[config.mk]
export PLATFORM = sky130hd
export DESIGN_NAME = keyframe_linear_interpolator_unit
export DESIGN_NICKNAME = d
export VERILOG_FILES = /design/src/kli_pkg.sv /design/src/kli_seg_select.sv /design/src/kli_frac_div.sv /design/src/kli_blend.sv /design/src/keyframe_linear_interpolator_unit.sv
export VERILOG_INCLUDE_DIRS = /design/src /design/src/src
export SDC_FILE = /design/constraint.sdc
export NUM_CORES = 2
export LEC_CHECK = 0
export BUFFER_PORTS_ARGS = -buffer_cell sky130_fd_sc_hd__clkbuf_2
export CAP_MARGIN = 30
export CORE_ASPECT_RATIO = 1.25
export CORE_MARGIN = 2
export CORE_UTILIZATION = 45
export CTS_CLUSTER_DIAMETER = 150
export DETAILED_ROUTE_END_ITERATION = 8
export PLACE_DENSITY = 0.7
export SLEW_MARGIN = 30
export SYNTH_ARGS = -nofsm -noshare
export SYNTH_HDL_FRONTEND = slang
export SYNTH_SLANG_ARGS = --single-unit
[constraint.sdc]
create_clock -name clock -period 7 [get_ports clock]
set_input_delay 1.4 -clock clock [delete_from_list [all_inputs] [get_ports clock]]
set_output_delay 1.4 -clock clock [all_outputs]
set_load 0.01 [all_outputs]
[src/keyframe_linear_interpolator_unit_macros.svh]
// Assertion helpers shared by the interpolator modules.
`ifndef KEYFRAME_LINEAR_INTERPOLATOR_UNIT_MACROS_SVH
`define KEYFRAME_LINEAR_INTERPOLATOR_UNIT_MACROS_SVH

// Same-cycle implication, masked during reset.
`define KLI_ASSERT_IMPLIES(label, clk, rst, ante, cons, msg) \
   label: assert property (@(posedge clk) disable iff (rst) (ante) |-> (cons)) \
      else $error(msg);

// Next-cycle implication, masked during reset.
`define KLI_ASSERT_NEXT(label, clk, rst, ante, cons, msg) \
   label: assert property (@(posedge clk) disable iff (rst) (ante) |=> (cons)) \
      else $error(msg);

`endif

[src/kli_pkg.sv]
package kli_pkg;

   localparam int TIME_W     = 11;
   localparam int ROW_W      = 5;
   localparam int TABLE_ROWS = 32;
   localparam int FRAC_W     = 9;
   localparam int REM_W      = TIME_W + 1;
   localparam int OFFSET_W   = 6;
   localparam int SCALE_W    = 9;
   localparam int PCT_W      = 8;
   localparam int REST_W     = 5;

   localparam int REQ_DATA_W = 16;
   localparam int RSP_DATA_W = 24;

   localparam logic [REST_W-1:0] REST_RESET = 5'd12;
   localparam logic [FRAC_W-1:0] FRAC_ONE   = 9'd256;
   localparam logic [PCT_W-1:0]  SCALE_MAX  = 8'd125;

   // percent to 1/256 units: s * 256 / 100 == (s * 5243) >> 11 for s below 170
   localparam int SCALE_RECIP = 5243;
   localparam int SCALE_SHIFT = 11;
   localparam int SCALE_PROD_W = 21;

   localparam int BOUNCE_DEPTH = 16;

   typedef struct packed {
      logic        [TIME_W-1:0]   t;
      logic signed [OFFSET_W-1:0] ty;
      logic        [PCT_W-1:0]    sx;
      logic        [PCT_W-1:0]    sy;
   } kf_row_type;

   typedef struct packed {
      logic signed [OFFSET_W-1:0] ty_a;
      logic signed [OFFSET_W-1:0] ty_b;
      logic        [PCT_W-1:0]    sx_a;
      logic        [PCT_W-1:0]    sx_b;
      logic        [PCT_W-1:0]    sy_a;
      logic        [PCT_W-1:0]    sy_b;
   } kf_pair_type;

   typedef struct packed {
      logic [TIME_W-1:0] d;
      logic [TIME_W-1:0] span;
      kf_pair_type       pair;
   } seg_type;

   typedef struct packed {
      logic [FRAC_W-1:0] frac;
      kf_pair_type       pair;
   } frac_type;

   // first field in the high bits
   typedef struct packed {
      logic [SCALE_W-1:0]  scale_y;
      logic [SCALE_W-1:0]  scale_x;
      logic [OFFSET_W-1:0] offset_y;
   } result_type;

   function automatic kf_row_type kf_row(input logic [ROW_W-1:0] idx);
      kf_row_type r;
      unique case (idx)
         5'd0:    r = '{11'd0,    6'sd0,                    8'd100, 8'd100};
         5'd1:    r = '{11'd75,   6'sd0,                    8'd115, 8'd85};
         5'd2:    r = '{11'd180,  -OFFSET_W'(BOUNCE_DEPTH), 8'd82,  8'd118};
         5'd3:    r = '{11'd330,  6'sd0,                    8'd125, 8'd78};
         5'd4:    r = '{11'd420,  6'sd0,                    8'd100, 8'd100};
         5'd5:    r = '{11'd510,  -6'sd10,                  8'd88,  8'd112};
         5'd6:    r = '{11'd645,  6'sd0,                    8'd118, 8'd85};
         5'd7:    r = '{11'd735,  6'sd0,                    8'd100, 8'd100};
         5'd8:    r = '{11'd825,  -6'sd5,                   8'd94,  8'd106};
         5'd9:    r = '{11'd945,  6'sd0,                    8'd110, 8'd92};
         default: r = '{11'd1050, 6'sd0,                    8'd100, 8'd100};
      endcase
      return r;
   endfunction

endpackage

[src/kli_seg_select.sv]
`include "keyframe_linear_interpolator_unit_macros.svh"

module kli_seg_select #(
   parameter int FRAME_COUNT = 11
) (
   input  logic                      clock,
   input  logic                      reset,
   input  logic                      in_valid,
   output logic                      in_ready,
   input  logic [kli_pkg::TIME_W-1:0] in_data,
   output logic                      out_valid,
   input  logic                      out_ready,
   output kli_pkg::seg_type          out_data
);
   import kli_pkg::*;

   logic [2:0] valid_ff;
   logic [3:0] rdy;

   logic [TIME_W-1:0]      v1_ff;
   logic [FRAME_COUNT-1:0] hit_ff;
   logic [FRAME_COUNT-1:0] hit_in;

   logic [TIME_W-1:0] v2_ff;
   logic [ROW_W-1:0]  ia_ff, ib_ff;
   logic [ROW_W-1:0]  ia_in, ib_in;
   logic              found;

   kf_row_type ra, rb, rk;
   seg_type    seg_ff, seg_in;

   always_comb begin
      rdy[3] = out_ready;
      for (int k = 0; k < 3; k++) begin
         rdy[k] = !valid_ff[k] || rdy[k+1];
      end
   end
   assign in_ready  = rdy[0];
   assign out_valid = valid_ff[2];
   assign out_data  = seg_ff;

   always_ff @(posedge clock) begin
      if (reset) begin
         valid_ff <= '0;
      end else begin
         if (rdy[0]) valid_ff[0] <= in_valid;
         if (rdy[1]) valid_ff[1] <= valid_ff[0];
         if (rdy[2]) valid_ff[2] <= valid_ff[1];
      end
   end

   // stage 1: compare against every keyframe time after the first
   always_comb begin
      for (int i = 0; i < FRAME_COUNT; i++) begin
         rk        = kf_row(ROW_W'(i));
         hit_in[i] = (i != 0) && (in_data <= rk.t);
      end
   end

   // stage 2: first keyframe at or after the time (the last keyframe if none)
   always_comb begin
      found = 1'b0;
      ib_in = ROW_W'(FRAME_COUNT - 1);
      for (int i = 1; i < FRAME_COUNT; i++) begin
         if (!found && hit_ff[i]) begin
            ib_in = ROW_W'(i);
            found = 1'b1;
         end
      end
      ia_in = found ? ib_in - ROW_W'(1) : ib_in;
   end

   // stage 3: fetch both ends; a held pose divides 1 by 1 to give unity
   always_comb begin
      ra = kf_row(ia_ff);
      rb = kf_row(ib_ff);
      seg_in.pair = '{ra.ty, rb.ty, ra.sx, rb.sx, ra.sy, rb.sy};
      if (ia_ff == ib_ff) begin
         seg_in.d    = TIME_W'(1);
         seg_in.span = TIME_W'(1);
      end else begin
         seg_in.d    = v2_ff - ra.t;
         seg_in.span = rb.t - ra.t;
      end
   end

   always_ff @(posedge clock) begin
      if (rdy[0]) begin
         v1_ff  <= in_data;
         hit_ff <= hit_in;
      end
      if (rdy[1]) begin
         v2_ff <= v1_ff;
         ia_ff <= ia_in;
         ib_ff <= ib_in;
      end
      if (rdy[2]) seg_ff <= seg_in;
   end

   `KLI_ASSERT_IMPLIES(a_seg_bounds, clock, reset, out_valid,
      (out_data.span != '0) && (out_data.d <= out_data.span), "segment offset past span")

endmodule

[src/kli_frac_div.sv]
`include "keyframe_linear_interpolator_unit_macros.svh"

module kli_frac_div (
   input  logic              clock,
   input  logic              reset,
   input  logic              in_valid,
   output logic              in_ready,
   input  kli_pkg::seg_type  in_data,
   output logic              out_valid,
   input  logic              out_ready,
   output kli_pkg::frac_type out_data
);
   import kli_pkg::*;

   localparam int STAGES = FRAC_W;

   logic [STAGES-1:0] valid_ff;
   logic [STAGES:0]   rdy;

   logic [REM_W-1:0]  rem_ff   [STAGES];
   logic [TIME_W-1:0] span_ff  [STAGES];
   logic [FRAC_W-1:0] frac_ff  [STAGES];
   kf_pair_type       pair_ff  [STAGES];

   logic [REM_W-1:0]  rem_src  [STAGES];
   logic [TIME_W-1:0] span_src [STAGES];
   logic [FRAC_W-1:0] frac_src [STAGES];
   kf_pair_type       pair_src [STAGES];
   logic [STAGES-1:0] valid_src;

   assign rdy[STAGES] = out_ready;
   assign in_ready    = rdy[0];
   assign out_valid   = valid_ff[STAGES-1];
   assign out_data    = '{frac_ff[STAGES-1], pair_ff[STAGES-1]};

   // restoring division, one quotient bit per stage, MSB first
   for (genvar k = 0; k < STAGES; k++) begin : g_stage
      logic [REM_W-1:0]  diff;
      logic              ge;
      logic [REM_W-1:0]  rem_in;
      logic [FRAC_W-1:0] frac_in;

      if (k == 0) begin : g_head
         assign rem_src[k]   = {1'b0, in_data.d};
         assign span_src[k]  = in_data.span;
         assign frac_src[k]  = '0;
         assign pair_src[k]  = in_data.pair;
         assign valid_src[k] = in_valid;
      end else begin : g_body
         assign rem_src[k]   = rem_ff[k-1];
         assign span_src[k]  = span_ff[k-1];
         assign frac_src[k]  = frac_ff[k-1];
         assign pair_src[k]  = pair_ff[k-1];
         assign valid_src[k] = valid_ff[k-1];
      end

      assign rdy[k] = !valid_ff[k] || rdy[k+1];

      always_comb begin
         ge      = rem_src[k] >= {1'b0, span_src[k]};
         diff    = ge ? rem_src[k] - {1'b0, span_src[k]} : rem_src[k];
         rem_in  = {diff[REM_W-2:0], 1'b0};
         frac_in = frac_src[k];
         frac_in[FRAC_W-1-k] = ge;
      end

      always_ff @(posedge clock) begin
         if (reset) begin
            valid_ff[k] <= 1'b0;
         end else if (rdy[k]) begin
            valid_ff[k] <= valid_src[k];
         end
      end

      always_ff @(posedge clock) begin
         if (rdy[k]) begin
            rem_ff[k]  <= rem_in;
            span_ff[k] <= span_src[k];
            frac_ff[k] <= frac_in;
            pair_ff[k] <= pair_src[k];
         end
      end
   end

   `KLI_ASSERT_IMPLIES(a_frac_range, clock, reset, out_valid,
      out_data.frac <= FRAC_ONE, "fraction above unity")

endmodule

[src/kli_blend.sv]
`include "keyframe_linear_interpolator_unit_macros.svh"

module kli_blend (
   input  logic                       clock,
   input  logic                       reset,
   input  logic [kli_pkg::REST_W-1:0] rest_offset,
   input  logic                       in_valid,
   output logic                       in_ready,
   input  kli_pkg::frac_type          in_data,
   output logic                       out_valid,
   input  logic                       out_ready,
   output kli_pkg::result_type        out_data
);
   import kli_pkg::*;

   logic [2:0] valid_ff;
   logic [3:0] rdy;

   // stage 1: (b - a) * f
   logic signed [6:0]  dty;
   logic signed [8:0]  dsx, dsy;
   logic signed [9:0]  f_s;
   logic signed [16:0] pty_in, pty_ff;
   logic signed [18:0] psx_in, psx_ff, psy_in, psy_ff;
   logic signed [OFFSET_W-1:0] ty_a_ff;
   logic [PCT_W-1:0]           sx_a_ff, sy_a_ff;

   // stage 2: a + product / 256, truncated toward zero; rest_offset added to the offset
   logic signed [16:0] qty;
   logic signed [18:0] qsx, qsy;
   logic signed [6:0]  ty_blend, oy_sum;
   logic signed [9:0]  sx_sum, sy_sum;
   logic [OFFSET_W-1:0] oy_in, oy_ff, oy2_ff;
   logic [PCT_W-1:0]    sx_blend_in, sx_blend_ff, sy_blend_in, sy_blend_ff;

   // stage 3: percent to 1/256 scale
   logic [SCALE_PROD_W-1:0] sx_prod_in, sx_prod_ff, sy_prod_in, sy_prod_ff;

   always_comb begin
      rdy[3] = out_ready;
      for (int k = 0; k < 3; k++) begin
         rdy[k] = !valid_ff[k] || rdy[k+1];
      end
   end
   assign in_ready  = rdy[0];
   assign out_valid = valid_ff[2];

   always_ff @(posedge clock) begin
      if (reset) begin
         valid_ff <= '0;
      end else begin
         if (rdy[0]) valid_ff[0] <= in_valid;
         if (rdy[1]) valid_ff[1] <= valid_ff[0];
         if (rdy[2]) valid_ff[2] <= valid_ff[1];
      end
   end

   always_comb begin
      f_s    = $signed({1'b0, in_data.frac});
      dty    = $signed({in_data.pair.ty_b[OFFSET_W-1], in_data.pair.ty_b})
             - $signed({in_data.pair.ty_a[OFFSET_W-1], in_data.pair.ty_a});
      dsx    = $signed({1'b0, in_data.pair.sx_b}) - $signed({1'b0, in_data.pair.sx_a});
      dsy    = $signed({1'b0, in_data.pair.sy_b}) - $signed({1'b0, in_data.pair.sy_a});
      pty_in = 17'(dty) * 17'(f_s);
      psx_in = 19'(dsx) * 19'(f_s);
      psy_in = 19'(dsy) * 19'(f_s);
   end

   always_comb begin
      qty = (pty_ff + (pty_ff[16] ? 17'sd255 : 17'sd0)) >>> 8;
      qsx = (psx_ff + (psx_ff[18] ? 19'sd255 : 19'sd0)) >>> 8;
      qsy = (psy_ff + (psy_ff[18] ? 19'sd255 : 19'sd0)) >>> 8;
      ty_blend    = $signed({ty_a_ff[OFFSET_W-1], ty_a_ff}) + qty[6:0];
      oy_sum      = $signed({2'b00, rest_offset}) + ty_blend;
      oy_in       = oy_sum[OFFSET_W-1:0];
      sx_sum      = $signed({2'b00, sx_a_ff}) + qsx[9:0];
      sy_sum      = $signed({2'b00, sy_a_ff}) + qsy[9:0];
      sx_blend_in = sx_sum[PCT_W-1:0];
      sy_blend_in = sy_sum[PCT_W-1:0];
   end

   always_comb begin
      sx_prod_in = SCALE_PROD_W'(sx_blend_ff) * SCALE_PROD_W'(SCALE_RECIP);
      sy_prod_in = SCALE_PROD_W'(sy_blend_ff) * SCALE_PROD_W'(SCALE_RECIP);
   end

   always_ff @(posedge clock) begin
      if (rdy[0]) begin
         pty_ff  <= pty_in;
         psx_ff  <= psx_in;
         psy_ff  <= psy_in;
         ty_a_ff <= in_data.pair.ty_a;
         sx_a_ff <= in_data.pair.sx_a;
         sy_a_ff <= in_data.pair.sy_a;
      end
      if (rdy[1]) begin
         oy_ff       <= oy_in;
         sx_blend_ff <= sx_blend_in;
         sy_blend_ff <= sy_blend_in;
      end
      if (rdy[2]) begin
         oy2_ff     <= oy_ff;
         sx_prod_ff <= sx_prod_in;
         sy_prod_ff <= sy_prod_in;
      end
   end

   assign out_data.offset_y = oy2_ff;
   assign out_data.scale_x  = sx_prod_ff[SCALE_SHIFT +: SCALE_W];
   assign out_data.scale_y  = sy_prod_ff[SCALE_SHIFT +: SCALE_W];

   `KLI_ASSERT_IMPLIES(a_scale_range, clock, reset, valid_ff[1],
      (sx_blend_ff <= SCALE_MAX) && (sy_blend_ff <= SCALE_MAX), "blended scale out of range")

endmodule

[src/keyframe_linear_interpolator_unit.sv]
// Channel   Direction  Word
// req       in         elapsed_ms
// rsp       out        offset_y, scale_x, scale_y
// csr       in         rest_offset (write only)
//
// One word per clock in and out while rsp_tready is high; stages are 3 segment select,
// 9 fraction divider stages at one quotient bit each, 3 blend and scale.
// Synchronous reset clears the valid bits and sets rest_offset to 12.
// Each stage holds its word while the next is full; idle stages fill up,
// so input is taken while a result waits on rsp_tready, until all are full.
module keyframe_linear_interpolator_unit #(
   parameter int KEYFRAME_COUNT = 11
) (
   input  logic                          clock,
   input  logic                          reset,
   input  logic                          req_tvalid,
   output logic                          req_tready,
   input  logic [kli_pkg::REQ_DATA_W-1:0] req_tdata,   // [10:0] elapsed_ms
   output logic                          rsp_tvalid,
   input  logic                          rsp_tready,
   output logic [kli_pkg::RSP_DATA_W-1:0] rsp_tdata,   // [5:0] offset_y, [14:6] scale_x,
                                                       // [23:15] scale_y
   input  logic                          csr_wr_en,
   input  logic [kli_pkg::REST_W-1:0]    csr_wr_data
);
   import kli_pkg::*;

   localparam int FRAME_COUNT = (KEYFRAME_COUNT < 2) ? 2 :
                                (KEYFRAME_COUNT > TABLE_ROWS) ? TABLE_ROWS : KEYFRAME_COUNT;

   logic [REST_W-1:0] rest_offset_ff;

   logic       seg_valid, seg_ready;
   seg_type    seg_data;
   logic       frac_valid, frac_ready;
   frac_type   frac_data;
   result_type result;

   always_ff @(posedge clock) begin
      if (reset) begin
         rest_offset_ff <= REST_RESET;
      end else if (csr_wr_en) begin
         rest_offset_ff <= csr_wr_data;
      end
   end

   kli_seg_select #(
      .FRAME_COUNT (FRAME_COUNT)
   ) u_seg (
      .clock     (clock),
      .reset     (reset),
      .in_valid  (req_tvalid),
      .in_ready  (req_tready),
      .in_data   (req_tdata[TIME_W-1:0]),
      .out_valid (seg_valid),
      .out_ready (seg_ready),
      .out_data  (seg_data)
   );

   kli_frac_div u_div (
      .clock     (clock),
      .reset     (reset),
      .in_valid  (seg_valid),
      .in_ready  (seg_ready),
      .in_data   (seg_data),
      .out_valid (frac_valid),
      .out_ready (frac_ready),
      .out_data  (frac_data)
   );

   kli_blend u_blend (
      .clock       (clock),
      .reset       (reset),
      .rest_offset (rest_offset_ff),
      .in_valid    (frac_valid),
      .in_ready    (frac_ready),
      .in_data     (frac_data),
      .out_valid   (rsp_tvalid),
      .out_ready   (rsp_tready),
      .out_data    (result)
   );

   assign rsp_tdata = result;

endmodule
==> results by group <==
CTS
  – Root Buffer: clkbuf_16
  – H-tree lvl count: 3
  – TritonCTS clock tree: yes
  – Clock Latency Late Sink: 0.66 ns
  – Cts bufs inserted: slightly below 80
  – Setup Fix Bufs, Post-CTS: 0
  – Maximum clock insertion buffer count: 3
  – CTS sink cnt: 789
  – Clock transition at path regs: 0.06 ns

Floorplanning
  – Die height: 354 µm
  – FP Rows: 128
  – Die area: between 100000 and 150000 µm²
  – Width of the die: 284 µm
  – Initial core utilization: 0.453
  – Num ports: 52
  – Core Area: 97200 µm²

Logic synthesis
  – Distinct cell type count after synthesis: 83
  – Synth warn: 0
  – Ys flop type: edfxtp_1
  – Number of synthesized flops with an enable pin: 715
  – Synthesized area per cell: ~13 µm²
  – Register area share after synthesis: 0.521
  – Synthesized instance count: about 3500
  – Syn nets: 4143
  – Asr flop ratio synth: 0
  – Synthesized area: 44100 µm²
  – Register bit total from synthesis: 789

Final layout
  – Register area: around 23000 µm²
  – Highest-count cells in the layout ignoring fill and taps: 715 x edfxtp_1, 482 x inv_1, 441 x ha_1
  – Area Overhead vs Synth: 10.7%
  – Layout cell share with drive strength beyond 1: 0.0894
  – Antenna cells: 0
  – Fillers: 8267
  – Footprint of the multi-input gates: 19100 µm²
  – Final nets: around 4300
  – Most common cell after layout, fill and taps aside: edfxtp_1
  – Final Cell Area: about 49000 µm²
  – Final Non-Filler Cells: 4946

Critical path
  – Buffer and inverter count on the worst path: 3
  – Slowest cell on the critical path: xor2_1
  – Setup CP Type: register to register
  – CP Launch Point: u_div.pair_ff[8][24]$_DFFE_PP_
  – CP Cell Sequence: ha_1 -> fa_1 -> nor2b_1 -> o21ai_0 -> nand2b_1 -> xor2_1 -> nand2_1 -> fa_1 -> fa_1 -> inv_1 -> fa_1 -> fa_1 -> inv_1 -> fa_1 -> inv_1 -> ha_1 -> o21ai_0 -> o21ai_0 -> a31oi_1 -> o21ai_0 -> a31o_2 -> a21oi_1 -> xnor2_1
  – CP arrival: 6.85 ns
  – Required time worst endpoint: approximately 7.4 ns
  – CP Depth: 23
  – Crit-path most repeated cell: fa_1
  – R2R setup slack: 0.53 ns
  – Largest delay contributor family on the critical path: adder cells
  – Critical path capture point type: register
  – Reg2reg start: u_div.pair_ff[8][24]$_DFFE_PP_
  – Peak fanout along the critical path: 9
  – Worst-case reg-to-reg path depth: 23
  – CP endpoint: u_blend.psx_ff[18]$_DFFE_PP_
  – Worst Setup Start Kind: register
  – Reg-to-Reg End: u_blend.psx_ff[18]$_DFFE_PP_
  – Largest stage delay on the critical path: about 0.55 ns

STA
  – Crit path time final: 6.47 ns
  – Aggregate negative setup slack: 0 ns
  – Worst slew margin: 0.407
  – Clock skew: 0.0358 ns
  – Period utilisation layout: 0.925
  – Final hold vios: 0
  – Slew Limit Fails: 0
  – Fmax: 155 MHz
  – Final setup vio count: 0
  – RSZ-0062 raised after global routing: false
  – Final WS setup: 0.528 ns
  – Worst-Margin Slew: 0.889 ns

Drt
  – DRC errors left: 0
  – Routed WL: 73400 µm
  – TritonRoute pass-1 iters: 5
  – Initial DRC count: 1254
  – Vias: about 25000
  – ANT nets after route: 0
  – Vias/cell: approximately 5.1
  – Wire length per cell: 14.8 µm

Place
  – Dpl cell area: 46000 µm²
  – Routability cong.: 0.839
  – IO buf count: 46
  – Worst slack at placement: 0.325 ns
  – Cells after DPL: approximately 4800
  – Final HPWL DP: 55200 µm

Outcome
  – Status: completed

GRT
  – First-pass GRT wire length: 124000 µm
  – Largest net degree at the start of global routing: 66
  – Gr usage total: 0.150
  – Vias in the first global route: 25900
  – Residual overflow from global routing: 0
  – Initial antenna violation count: 0

Run
  – Max-Cap Viols: 0

Hold path
  – Depth of the worst hold-timing path: 0
  – Min-delay worst type: register to register
  – Worst Hold Launch: u_div.pair_ff[5][26]$_DFFE_PP_
## synth_stat cells (all sizes together) (50+ instances only)
cell,n,area (µm²)
edfxtp,715,21500
inv,486,1820
ha,441,5520
fa,202,4040
nor2,192,748
nand2,161,604
a21oi,126,642
xnor2,111,972
and2,109,683
o21ai,101,505
nor2b,92,576
dfxtp,74,1480
nand2b,72,450
mux2,68,781
a21o,50,378
## what timing repair did
item                                    in CTS  in global routing
hold buffers                                 0                  0
gates resized for setup                      0                  3
endpoints found under the setup margin       0                  3
## per-layer routing
layer  global-route usage  vias to the layer above  routed length, µm
met1                0.172                    12200              30500
met3               0.0211                      159               2250
met5                    0                        -                  0
li1                     -                    12300                  -
met2                0.279                      355              38100
met4               0.0584                        0               2530
## registers in the layout, indices dropped and copies added (netlist names), 15 cells and up, named ones only
name	cells
u_div.pair_ff	288
u_div.rem_ff	88
u_div.span_ff	88
u_seg.out_data	54
u_div.frac_ff	45
u_seg.rb	27
u_blend.psx_ff	17
u_blend.psy_ff	17
u_blend.pty_ff	15
## worst min-delay path by stage
stage	slack [ns]	endpoint
2_1_floorplan	0.39	u_seg.out_data[0]$_DFFE_PP_
3_3_place_gp	0.39	u_seg.out_data[0]$_DFFE_PP_
3_5_place_dp	0.39	u_seg.out_data[17]$_DFFE_PP_
4_1_cts	0.39	u_div.pair_ff[8][1]$_DFFE_PP_
5_1_grt	0.39	u_div.pair_ff[8][1]$_DFFE_PP_
6_report	0.40	u_div.pair_ff[6][26]$_DFFE_PP_
## cell type report
class                   count  share of cell area
well taps                1300              0.0333
multi-input cells        2143               0.392
inverters                 488              0.0376
clock inverters            55              0.0152
repair buffers             82              0.0103
flip-flops and latches    789               0.470
clock buffers              89              0.0413
## cells by family after synthesis
| logic type | synth area share |
|---|---|
| flops | 0.521 |
| compound gates | 0.0701 |
| xor+xnor | 0.0312 |
| fa+ha+maj | 0.217 |
| buf+inv | 0.0472 |
| mux | 0.0231 |
| simple gates | 0.0907 |
## per-stage QoR
step	utilization	hold slack, ns
6_report	0.502	0.398
3_5_place_dp	0.473	0.389
5_1_grt	0.502	0.393
3_3_place_gp	0.473	0.387
2_1_floorplan	-	0.386
4_1_cts	0.501	0.394
Power is left out: the tool's default activity adds up to more than one toggle a clock period on the data nets, which glitch-free logic cannot reach.
